$ cat src/sv/wma_pkg.sv
// shared constants, payload types and stage control type for the weighted moving average
`default_nettype none

package wma_pkg;

  // sample and fixed point widths
  localparam int SAMPLE_BITS       = 16;
  localparam int FRAC_BITS         = 8;
  localparam int VALUE_BITS        = SAMPLE_BITS + FRAC_BITS;
  localparam int RAW_BITS          = VALUE_BITS - 1;
  localparam int AVG_BITS          = RAW_BITS - FRAC_BITS;
  localparam int WINDOW_LENGTH_DEF = 30;

  // function codes
  localparam logic FUNC_ADD   = 1'b0;
  localparam logic FUNC_CLEAR = 1'b1;

  // input item
  typedef struct packed {
    logic                          func;
    logic signed [SAMPLE_BITS-1:0] sample;
  } in_item_t;

  // result item
  typedef struct packed {
    logic [AVG_BITS-1:0] average;
    logic [RAW_BITS-1:0] raw_average;
    logic                holds_data;
  } out_item_t;

  // control that travels along the pipeline
  typedef struct packed {
    logic valid;
    logic bypass;
    logic holds;
  } stage_ctl_t;

endpackage

`default_nettype wire

$ cat src/sv/wma_ring.sv
// sample ring: one write port, one registered read port with write-first bypass
`default_nettype none

module wma_ring #(
  parameter int DEPTH = wma_pkg::WINDOW_LENGTH_DEF,
  parameter int WIDTH = wma_pkg::VALUE_BITS,
  localparam int IW   = (DEPTH > 1) ? $clog2(DEPTH) : 1
) (
  input  wire logic             clk,
  input  wire logic             we,
  input  wire logic [IW-1:0]    waddr,
  input  wire logic [WIDTH-1:0] wdata,
  input  wire logic [IW-1:0]    raddr,
  output logic      [WIDTH-1:0] rdata
);

  logic [WIDTH-1:0] mem [DEPTH];
  logic [WIDTH-1:0] rdata_r;

  // write port
  always_ff @(posedge clk) begin
    if (we) begin
      mem[waddr] <= wdata;
    end
  end

  // read port, new data when the same entry is written
  always_ff @(posedge clk) begin
    if (we && (waddr == raddr)) begin
      rdata_r <= wdata;
    end else begin
      rdata_r <= mem[raddr];
    end
  end

  assign rdata = rdata_r;

endmodule

`default_nettype wire

$ cat src/sv/wma_update.sv
// window state update: ring, window total and weighted sum, first pipeline stage
`default_nettype none

module wma_update #(
  parameter int WINDOW_LENGTH = wma_pkg::WINDOW_LENGTH_DEF,
  localparam int D   = WINDOW_LENGTH * (WINDOW_LENGTH + 1) / 2,
  localparam int XPW = wma_pkg::RAW_BITS + $clog2(D + 1)
) (
  input  wire logic                         clk,
  input  wire logic                         rst_n,
  input  wire logic                         en,
  input  wire logic                         in_fire,
  input  wire wma_pkg::in_item_t            in_item,
  output wma_pkg::stage_ctl_t               s1_ctl,
  output logic [XPW-1:0]                    s1_x,
  output logic [wma_pkg::RAW_BITS-1:0]      s1_avg
);

  localparam int N   = WINDOW_LENGTH;
  localparam int VW  = wma_pkg::VALUE_BITS;
  localparam int IW  = (N > 1) ? $clog2(N) : 1;
  localparam int CW  = $clog2(N + 1);
  localparam int TW  = VW + CW;
  localparam int WSW = XPW + 1;

  localparam logic signed [TW-1:0]  N_T  = TW'(N);
  localparam logic signed [WSW-1:0] N_W  = WSW'(N);
  localparam logic signed [WSW-1:0] D_W  = WSW'(D);
  localparam logic        [IW-1:0]  LAST = IW'(N - 1);
  localparam logic        [CW-1:0]  FULL = CW'(N);

  // window state
  logic        [IW-1:0]  slot_r,  slot_nxt;
  logic        [CW-1:0]  slots_r, slots_nxt;
  logic signed [VW-1:0]  fill_r,  fill_nxt;
  logic signed [TW-1:0]  total_r, total_nxt;
  logic signed [WSW-1:0] wsum_r,  wsum_nxt;
  logic                  empty_r, empty_nxt;

  // stage one registers
  wma_pkg::stage_ctl_t          s1_ctl_r;
  logic [XPW-1:0]               s1_x_r;
  logic [wma_pkg::RAW_BITS-1:0] s1_avg_r;

  logic signed [VW-1:0]  v;
  logic signed [VW-1:0]  oldest;
  logic        [VW-1:0]  rd_data;
  logic signed [TW-1:0]  total_step;
  logic signed [WSW-1:0] wsum_step;
  logic        [IW-1:0]  slot_inc;
  logic        [CW-1:0]  slots_inc;
  logic                  is_clear;
  logic                  do_clear;
  logic                  do_fill;
  logic                  do_step;

  // decode the transfer
  assign v        = $signed({in_item.sample, {wma_pkg::FRAC_BITS{1'b0}}});
  assign is_clear = (in_item.func == wma_pkg::FUNC_CLEAR);
  assign do_clear = in_fire && is_clear;
  assign do_fill  = in_fire && !is_clear && empty_r;
  assign do_step  = in_fire && !is_clear && !empty_r;

  // oldest entry: unwritten slots read as the fill value
  assign oldest = (CW'(slot_r) < slots_r) ? $signed(rd_data) : fill_r;

  // incremental update of total and weighted sum
  assign total_step = total_r + TW'(v) - TW'(oldest);
  assign wsum_step  = wsum_r + WSW'(v) * N_W - WSW'(total_step);

  // ring pointers
  assign slot_inc  = (slot_r == LAST) ? '0 : IW'(slot_r + 1'b1);
  assign slots_inc = (slots_r == FULL) ? slots_r : CW'(slots_r + 1'b1);

  // next state
  always_comb begin
    slot_nxt  = slot_r;
    slots_nxt = slots_r;
    fill_nxt  = fill_r;
    total_nxt = total_r;
    wsum_nxt  = wsum_r;
    empty_nxt = empty_r;
    if (do_clear) begin
      slot_nxt  = '0;
      slots_nxt = '0;
      fill_nxt  = '0;
      total_nxt = '0;
      wsum_nxt  = '0;
      empty_nxt = 1'b1;
    end else if (do_fill) begin
      slot_nxt  = '0;
      slots_nxt = '0;
      fill_nxt  = v;
      total_nxt = TW'(v) * N_T;
      wsum_nxt  = WSW'(v) * D_W;
      empty_nxt = 1'b0;
    end else if (do_step) begin
      slot_nxt  = slot_inc;
      slots_nxt = slots_inc;
      total_nxt = total_step;
      wsum_nxt  = wsum_step;
    end
  end

  always_ff @(posedge clk) begin
    if (!rst_n) begin
      slot_r  <= '0;
      slots_r <= '0;
      fill_r  <= '0;
      total_r <= '0;
      wsum_r  <= '0;
      empty_r <= 1'b1;
    end else begin
      slot_r  <= slot_nxt;
      slots_r <= slots_nxt;
      fill_r  <= fill_nxt;
      total_r <= total_nxt;
      wsum_r  <= wsum_nxt;
      empty_r <= empty_nxt;
    end
  end

  // ring of scaled samples, read ahead at the next slot
  wma_ring #(
    .DEPTH (N),
    .WIDTH (VW)
  ) u_ring (
    .clk   (clk),
    .we    (do_step),
    .waddr (slot_r),
    .wdata (v),
    .raddr (slot_nxt),
    .rdata (rd_data)
  );

  // stage one: control, then clamped dividend or the direct value on fill and clear
  always_ff @(posedge clk) begin
    if (!rst_n) begin
      s1_ctl_r.valid <= 1'b0;
    end else if (en) begin
      s1_ctl_r.valid <= in_fire;
    end
    if (en) begin
      s1_ctl_r.bypass <= is_clear || empty_r;
      s1_ctl_r.holds  <= !is_clear;
      s1_avg_r        <= (is_clear || v[VW-1]) ? '0 : v[wma_pkg::RAW_BITS-1:0];
      s1_x_r          <= (!wsum_step[WSW-1] && (wsum_step != '0)) ?
                         wsum_step[XPW-1:0] : '0;
    end
  end

  assign s1_ctl = s1_ctl_r;
  assign s1_x   = s1_x_r;
  assign s1_avg = s1_avg_r;

endmodule

`default_nettype wire

$ cat src/sv/wma_divide.sv
// constant divide by the weight total: reciprocal multiply, then one correction step
`default_nettype none

module wma_divide #(
  parameter int WINDOW_LENGTH = wma_pkg::WINDOW_LENGTH_DEF,
  localparam int D   = WINDOW_LENGTH * (WINDOW_LENGTH + 1) / 2,
  localparam int XPW = wma_pkg::RAW_BITS + $clog2(D + 1)
) (
  input  wire logic                         clk,
  input  wire logic                         rst_n,
  input  wire logic                         en,
  input  wire wma_pkg::stage_ctl_t          s1_ctl,
  input  wire logic [XPW-1:0]               s1_x,
  input  wire logic [wma_pkg::RAW_BITS-1:0] s1_avg,
  output wma_pkg::stage_ctl_t               res_ctl,
  output logic [wma_pkg::RAW_BITS-1:0]      res_raw
);

  localparam int RW = wma_pkg::RAW_BITS;
  localparam int PW = 2 * XPW + 1;

  // floor(2^XPW / D): quotient estimate is exact or one low
  localparam logic [63:0]    RECIP_FULL = (64'd1 << XPW) / 64'(D);
  localparam logic [XPW:0]   RECIP      = RECIP_FULL[XPW:0];
  localparam logic [XPW-1:0] DIV_K      = XPW'(D);

  wma_pkg::stage_ctl_t s2_ctl_r;
  logic [XPW-1:0]      s2_x_r;
  logic [RW-1:0]       s2_q0_r;
  logic [RW-1:0]       s2_avg_r;
  wma_pkg::stage_ctl_t res_ctl_r;
  logic [RW-1:0]       res_raw_r;

  logic [PW-1:0]  prod;
  logic [XPW-1:0] back;
  logic [XPW-1:0] rem;
  logic [RW-1:0]  quot;

  // reciprocal multiply
  assign prod = PW'(s1_x) * PW'(RECIP);

  // stage two
  always_ff @(posedge clk) begin
    if (!rst_n) begin
      s2_ctl_r.valid <= 1'b0;
    end else if (en) begin
      s2_ctl_r.valid <= s1_ctl.valid;
    end
    if (en) begin
      s2_ctl_r.bypass <= s1_ctl.bypass;
      s2_ctl_r.holds  <= s1_ctl.holds;
      s2_x_r          <= s1_x;
      s2_q0_r         <= prod[XPW +: RW];
      s2_avg_r        <= s1_avg;
    end
  end

  // correction: bump the estimate when the remainder reaches the divisor
  assign back = XPW'(s2_q0_r) * DIV_K;
  assign rem  = s2_x_r - back;
  assign quot = (rem >= DIV_K) ? RW'(s2_q0_r + 1'b1) : s2_q0_r;

  // result register
  always_ff @(posedge clk) begin
    if (!rst_n) begin
      res_ctl_r.valid <= 1'b0;
    end else if (en) begin
      res_ctl_r.valid <= s2_ctl_r.valid;
    end
    if (en) begin
      res_ctl_r.bypass <= s2_ctl_r.bypass;
      res_ctl_r.holds  <= s2_ctl_r.holds;
      res_raw_r        <= s2_ctl_r.bypass ? s2_avg_r : quot;
    end
  end

  assign res_ctl = res_ctl_r;
  assign res_raw = res_raw_r;

endmodule

`default_nettype wire

$ cat src/sv/weighted_moving_average.sv
// top level of the linearly weighted moving average
//
// Input channel in_valid/in_ready/in_data carries func and a signed sample.
// func add takes a sample, func clear empties the averager. Every transfer
// gives exactly one result on out_valid/out_ready/out_data: the average with
// 8 fraction bits (raw_average), its integer part (average) and holds_data.
// The first sample after a clear fills the whole window with its value.
// From input transfer to out_valid, the window state and weighted sum
// update in the transfer cycle, then a reciprocal multiply stage and a
// correction stage feed the result register. Throughput is one item per
// cycle unless the receiver stalls; the state update is a recurrence and
// the divide by the weight total is pipelined behind it.
// When the receiver stalls the whole pipeline holds and in_ready follows
// out_ready while a result waits, so no result is dropped or repeated.
// Synchronous reset (rst_n low) empties the averager and drops all results
// in flight; the ring needs no clearing pass since slots that were never
// written read as the fill value.
`default_nettype none

module weighted_moving_average #(
  parameter int WINDOW_LENGTH = wma_pkg::WINDOW_LENGTH_DEF
) (
  input  wire logic               clk,
  input  wire logic               rst_n,
  input  wire logic               in_valid,
  output logic                    in_ready,
  input  wire wma_pkg::in_item_t  in_data,
  output logic                    out_valid,
  input  wire logic               out_ready,
  output wma_pkg::out_item_t      out_data
);

  localparam int D   = WINDOW_LENGTH * (WINDOW_LENGTH + 1) / 2;
  localparam int XPW = wma_pkg::RAW_BITS + $clog2(D + 1);

  wma_pkg::stage_ctl_t          s1_ctl;
  wma_pkg::stage_ctl_t          res_ctl;
  logic [XPW-1:0]               s1_x;
  logic [wma_pkg::RAW_BITS-1:0] s1_avg;
  logic [wma_pkg::RAW_BITS-1:0] res_raw;
  logic                         en;
  logic                         in_fire;

  // pipeline advances when the result register is free or being taken
  assign en       = !res_ctl.valid || out_ready;
  assign in_ready = en;
  assign in_fire  = in_valid && en;

  wma_update #(
    .WINDOW_LENGTH (WINDOW_LENGTH)
  ) u_update (
    .clk     (clk),
    .rst_n   (rst_n),
    .en      (en),
    .in_fire (in_fire),
    .in_item (in_data),
    .s1_ctl  (s1_ctl),
    .s1_x    (s1_x),
    .s1_avg  (s1_avg)
  );

  wma_divide #(
    .WINDOW_LENGTH (WINDOW_LENGTH)
  ) u_divide (
    .clk     (clk),
    .rst_n   (rst_n),
    .en      (en),
    .s1_ctl  (s1_ctl),
    .s1_x    (s1_x),
    .s1_avg  (s1_avg),
    .res_ctl (res_ctl),
    .res_raw (res_raw)
  );

  // result packing
  assign out_valid            = res_ctl.valid;
  assign out_data.average     = res_raw[wma_pkg::RAW_BITS-1:wma_pkg::FRAC_BITS];
  assign out_data.raw_average = res_raw;
  assign out_data.holds_data  = res_ctl.holds;

endmodule

`default_nettype wire

$ cat config.mk
export PLATFORM = sky130hd
export DESIGN_NAME = weighted_moving_average
export DESIGN_NICKNAME = d
export VERILOG_FILES = /design/src/sv/wma_pkg.sv /design/src/sv/wma_ring.sv /design/src/sv/wma_update.sv /design/src/sv/wma_divide.sv /design/src/sv/weighted_moving_average.sv
export SDC_FILE = /design/constraint.sdc
export NUM_CORES = 2
export LEC_CHECK = 0
export BUFFER_PORTS_ARGS = -buffer_cell sky130_fd_sc_hd__buf_2
export CORE_ASPECT_RATIO = 0.75
export CORE_MARGIN = 2
export CORE_UTILIZATION = 45
export CTS_BUF_LIST = sky130_fd_sc_hd__clkbuf_4 sky130_fd_sc_hd__clkbuf_8
export CTS_CLUSTER_SIZE = 14
export DETAILED_ROUTE_END_ITERATION = 12
export PLACE_DENSITY = 0.71
export SLEW_MARGIN = 40
export SYNTH_ARGS = -nofsm -noshare
export SYNTH_HDL_FRONTEND = slang
export SYNTH_HIERARCHICAL = 1
export SYNTH_SLANG_ARGS = --single-unit
$ cat constraint.sdc
create_clock -name clk -period 7.1 [get_ports clk]
set_clock_uncertainty 0.2 [all_clocks]
set_input_delay 1.065 -clock clk [delete_from_list [all_inputs] [get_ports clk]]
set_output_delay 1.065 -clock clk [all_outputs]
set_load 0.005 [all_outputs]
# After elaboration in Yosys (flattened, before gate mapping)
# Memory sizes are Yosys's and may differ from the RTL's. A register that Yosys moved wholly into a read port is not among the register bits.
# Cells that the tools add are included.
[classes] n_addsub=8 multipliers=5 n_lt_le_gt_ge=2 eq_ne=3 muxes=13 n_bitwise=2 n_reduce_logical=19
[ops] op="$mux W33" count=2
[ops] op="$mux W29" count=2
[ops] op="$mul A32 B21 Y52 const B" count=1
[ops] op="$mux W23" count=2
[ops] op="$add A33 B33 Y33" count=1
[ops] op="$reduce_bool A33 Y1" count=1
[ops] op="$sub A33 B29 Y33" count=1
[ops] op="$ge A32 B9 Y1 const B" count=1
[ops] op="$mul A23 B9 Y32 const B" count=1
[ops] op="$sub A32 B32 Y32" count=1
[ops] op="$add A29 B24 Y29" count=1
[ops] op="$sub A29 B24 Y29" count=1
[ops] op="$mul A16 B10 Y25 const B" count=1
[ops] op="$mux W24" count=1
[ops] op="$add A23 B1 Y23 const B" count=1
[ops] op="$mul A16 B5 Y21 const B" count=1
[ops] op="$mul A16 B5 Y20 const B" count=1
[ops] op="$mux W5" count=4
[ops] op="$add A5 B1 Y5 const B" count=2
[ops] op="$eq A5 B5 Y1 const B" count=2
[ops] op="$logic_and A1 B1 Y1" count=7
[ops] op="$eq A5 B5 Y1" count=1
[ops] op="$lt A5 B5 Y1" count=1
[ops] op="$logic_not A1 Y1" count=4
[ops] op="7 further kinds" count=11
[totals] reg_bits=261 ramBits=480 word_cells=77 n_memories=1
[mem_list] memory="u_update.u_ring.mem" depth=30 word_bits=16 rd=1 rd_ports_with_merged_regs=1 write_ports=1 line_no="wma_ring.sv:17" text="logic [WIDTH-1:0] mem [DEPTH];"

# Depth between registers and ports, before layout
[depth] depth_word=10 mapped_depth=33 mapped_depth_nobuf=32

# By module
# Netlist, hierarchy kept.
[modules_own_cells] mod="wma_ring" n_inst=1 cells_per_inst=1351 area_per_inst_um2=28162.0 seq_area_each_um2=21720.8
[modules_own_cells] mod="wma_divide" n_inst=1 cells_per_inst=1738 area_per_inst_um2=17882.2 seq_area_each_um2=3193.1
[modules_own_cells] mod="wma_update" n_inst=1 cells_per_inst=1522 area_per_inst_um2=13953.4 seq_area_each_um2=3273.1
[modules_own_cells] mod="weighted_moving_average" n_inst=1 cells_per_inst=17 area_per_inst_um2=135.1 seq_area_each_um2=0.0

# Least setup slack after synthesis
# OpenSTA, ideal clock, no wires.
[synth_timing] path_type="reg2reg" start="register u_update.slot_r[2]" end="register u_update.wsum_r[32]" setup_time_ps=128 arrival_time_ps=6962 slack_ps=-189 stages_incl_launch_ff=29 synth_period_minus_slack_ps=7289 path_cell_list="dfxtp_1 ha_1 a21boi_0 o21ai_0 nand2b_1 a21oi_1 clkbuf_1 mux2i_1 fa_1 ha_1 or3_1 a31o_2 and2_1 a21oi_1 o21ai_0 a21oi_1 xor2_1 fa_1 ha_1 and2_1 a221oi_1 o21ai_0 a221oi_1 a21o_1 nand2_1 o221ai_1 xnor3_1 a222oi_1 nor2_1"
[synth_between] elab_chain_cells=6
[synth_lines] item="from (decl)" line_no="wma_update.sv:33" text="logic [IW-1:0] slot_r, slot_nxt;"
[synth_lines] item="from (signal assigned)" line_no="wma_update.sv:114" text="slot_r <= slot_nxt;"
[synth_lines] item="$lt A5 B5 Y1" line_no="wma_update.sv:65" text="assign oldest = (CW'(slot_r) < slots_r) ? $signed(rd_data) : fill_r;"
[synth_lines] item="$mux W24" line_no="wma_update.sv:65"
[synth_lines] item="$sub A29 B24 Y29" line_no="wma_update.sv:68" text="assign total_step = total_r + TW'(v) - TW'(oldest);"
[synth_lines] item="$sub A33 B29 Y33" line_no="wma_update.sv:69" text="assign wsum_step = wsum_r + WSW'(v) * N_W - WSW'(total_step);"
[synth_lines] item="$mux W33" line_no="wma_update.sv:97" text="end else if (do_step) begin"
[synth_lines] item="$mux W33" line_no="wma_update.sv:90" text="end else if (do_fill) begin"
[synth_lines] item="to (signal assigned)" line_no="wma_update.sv:118" text="wsum_r <= wsum_nxt;"
[synth_lines] item="to (decl)" line_no="wma_update.sv:37" text="logic signed [WSW-1:0] wsum_r, wsum_nxt;"
# Every way passes these cells. The select of a mux whose other input is x is not followed.
# A chain may end at the register's enable or synchronous reset.

==> impl_metrics.json <==
{
  "worstPathRequired_ns": 7.65,
  "worstPathArrival_ns": 7.86,
  "timing.hold.ws_ns": 0.219,
  "die_area_sq_um": 137000,
  "place_inst": 7110,
  "crit_top_cell": "buf_12",
  "maxSlewViolCount": 0,
  "critical_path.max_stage_delay_ns": 0.56,
  "h-tree-depth": 4,
  "cp_slowest_cell": "mux4_2",
  "cpLargestDelayFamily": "compound AO/OA/AOI/OAI gates",
  "worst_pin_slew_ns": 0.853,
  "slew_headroom_pct": 43.0,
  "path_buf_inv": 6,
  "insertion_delay_ns": 0.92,
  "viasPerCell": 5.42,
  "r2r_cells": 29,
  "holdPathStages": 0,
  "cap_violations": 0,
  "critPathKind": "register to register",
  "fmax_ghz": 0.137,
  "critPathMaxFanout": 7,
  "grt_use_total_pct": 23.8,
  "grt_pass1_vias": 40700,
  "path_depth": 29,
  "clock_path_buffers": 3,
  "numPortBuffers": 61,
  "num-nets-final": 6508,
  "cts-root-buf": "clkbuf_8",
  "antenna_found_initial": 5,
  "worst_setup_path_end_kind": "register",
  "min_path_type": "register to register",
  "std_cell_rows": 116,
  "fp.dieH_microns": 321,
  "fin_util_pct": 55.0,
  "drive_gt1_share_pct": 24.3,
  "wirelength_microns": 162000,
  "vias": 40500,
  "postSynthAreaPerCell_sq_um": 13.0,
  "cts_buffers": 156,
  "fin_crit_ns": 7.31,
  "first_pass_iters": 6,
  "netlist_area_sq_um": 60100,
  "area_delta_synth_final_pct": 21.7,
  "post-route-period-util_pct": 103,
  "grt_max_degree": 77,
  "yosysWarnings": 6,
  "grt_pass1_wl_microns": 244000,
  "hold_viol_final": 0,
  "place_ws_ns": -0.717,
  "gp_congestion": 0.942,
  "setup_ws_ns": -0.214,
  "detailed_place_hpwl_microns": 118000,
  "netlist_instances": 4627,
  "die_width_microns": 426,
  "clk_pin_slew_ns": 0.07,
  "grt-ovfl-total": 0,
  "fillers": 10700,
  "drc_errors": 0,
  "finalNonFillerCells": 7476,
  "critPathLaunchType": "register",
  "wl_per_cell_microns": 21.7,
  "core_sq_um": 133000,
  "status": "finished with violations",
  "initial_utilization_pct": 45.2,
  "rsz0062_at_grt": "true",
  "violations": "negative setup slack",
  "ios": 62,
  "ant_nets": 0,
  "cts.sinks": 970,
  "finalSetupViolations": 36,
  "cts_tree": "built",
  "drt-initial-drc-count": 4153
}
==> registers in the layout, summed over array words and instances (netlist names), 15 cells and up, named ones only <==
register,flops
u_update/s1_avg,15
u_divide/res_raw,23
u_divide/s2_avg_r,23
u_update/fill_r,16
u_divide/s2_x_r,32
u_divide/s2_q0_r,23
u_update/total_r,29
u_update/u_ring/mem,720
u_update/wsum_r,33
u_update/s1_x,32
==> cells in the final DEF (no fill, tap or decap), types with 43 or more instances in the layout <==
cell type and instances:
xnor2_1 76, nor3_1 49, xor2_1 43, inv_1 655, buf_4 580, dfxtp_1 93, a21oi_1 164, nand3_1 66
fa_1 359, mux2i_1 173, ha_1 507, clkbuf_8 160, conb_1 248, mux4_2 84, a22oi_1 61, o21ai_0 81
edfxtp_1 873, a21o_1 54, clkbuf_4 48, buf_2 61, nand2_1 206, nor2_1 134
==> layout make-up <==
| cell class | instances | area [sq um] | share of cell area, % |
|---|---|---|---|
| Antenna cell | 2 | 5.00 | 0.00684 |
| Clock buffer | 208 | 2560 | 3.50 |
| Clock inverter | 72 | 708 | 0.968 |
| Inverter | 664 | 2500 | 3.41 |
| Multi-Input combinational cell | 3077 | 31100 | 42.5 |
| Sequential cell | 970 | 28200 | 38.5 |
| Tap cell | 1770 | 2210 | 3.03 |
| Timing Repair Buffer | 713 | 5880 | 8.04 |
==> final timing paths <==
path	start	to	slack, ns
max	register	u_update/s1_x[29]	-0.21
min	u_update/s1_avg[17]	u_divide/s2_avg_r[17]	0.22
max reg2reg	register	u_update/s1_x[29]	-0.21
min reg2reg	u_update/s1_avg[17]	u_divide/s2_avg_r[17]	0.22
==> per-layer routing <==
| layer | global-route usage [%] | wire, microns | vias to the layer above | share of wire, % |
|---|---|---|---|---|
| li1 | - | - | 18300 | - |
| met1 | 34.8 | 71000 | 20200 | 44 |
| met2 | 35.4 | 71200 | 1797 | 44 |
| met3 | 5.84 | 16400 | 221 | 10 |
| met4 | 6.05 | 3360 | 4 | 2.1 |
| met5 | 0 | 27 | - | 0.017 |
==> repair_timing <==
action / CTS / global route
setup buffers: 38 / 55
resized for setup: 216 / 163
hold buffers: 0 / 0
cloned: 5 / 1
setup endpoints to repair: 48 / 72
pin swaps: 96 / 126
==> through the flow <==
stage                     cell area (sq um)  TNS, ns
after floorplan                       61000        0
after global placement                67300   -17.31
after detailed placement              67300   -22.83
after CTS                             72000   -0.115
after global routing                  73100   -12.25
final                                 73100    -4.51
Power is left out: the tool's default activity adds up to more than one toggle a clock period on the data nets, which glitch-free logic cannot reach.
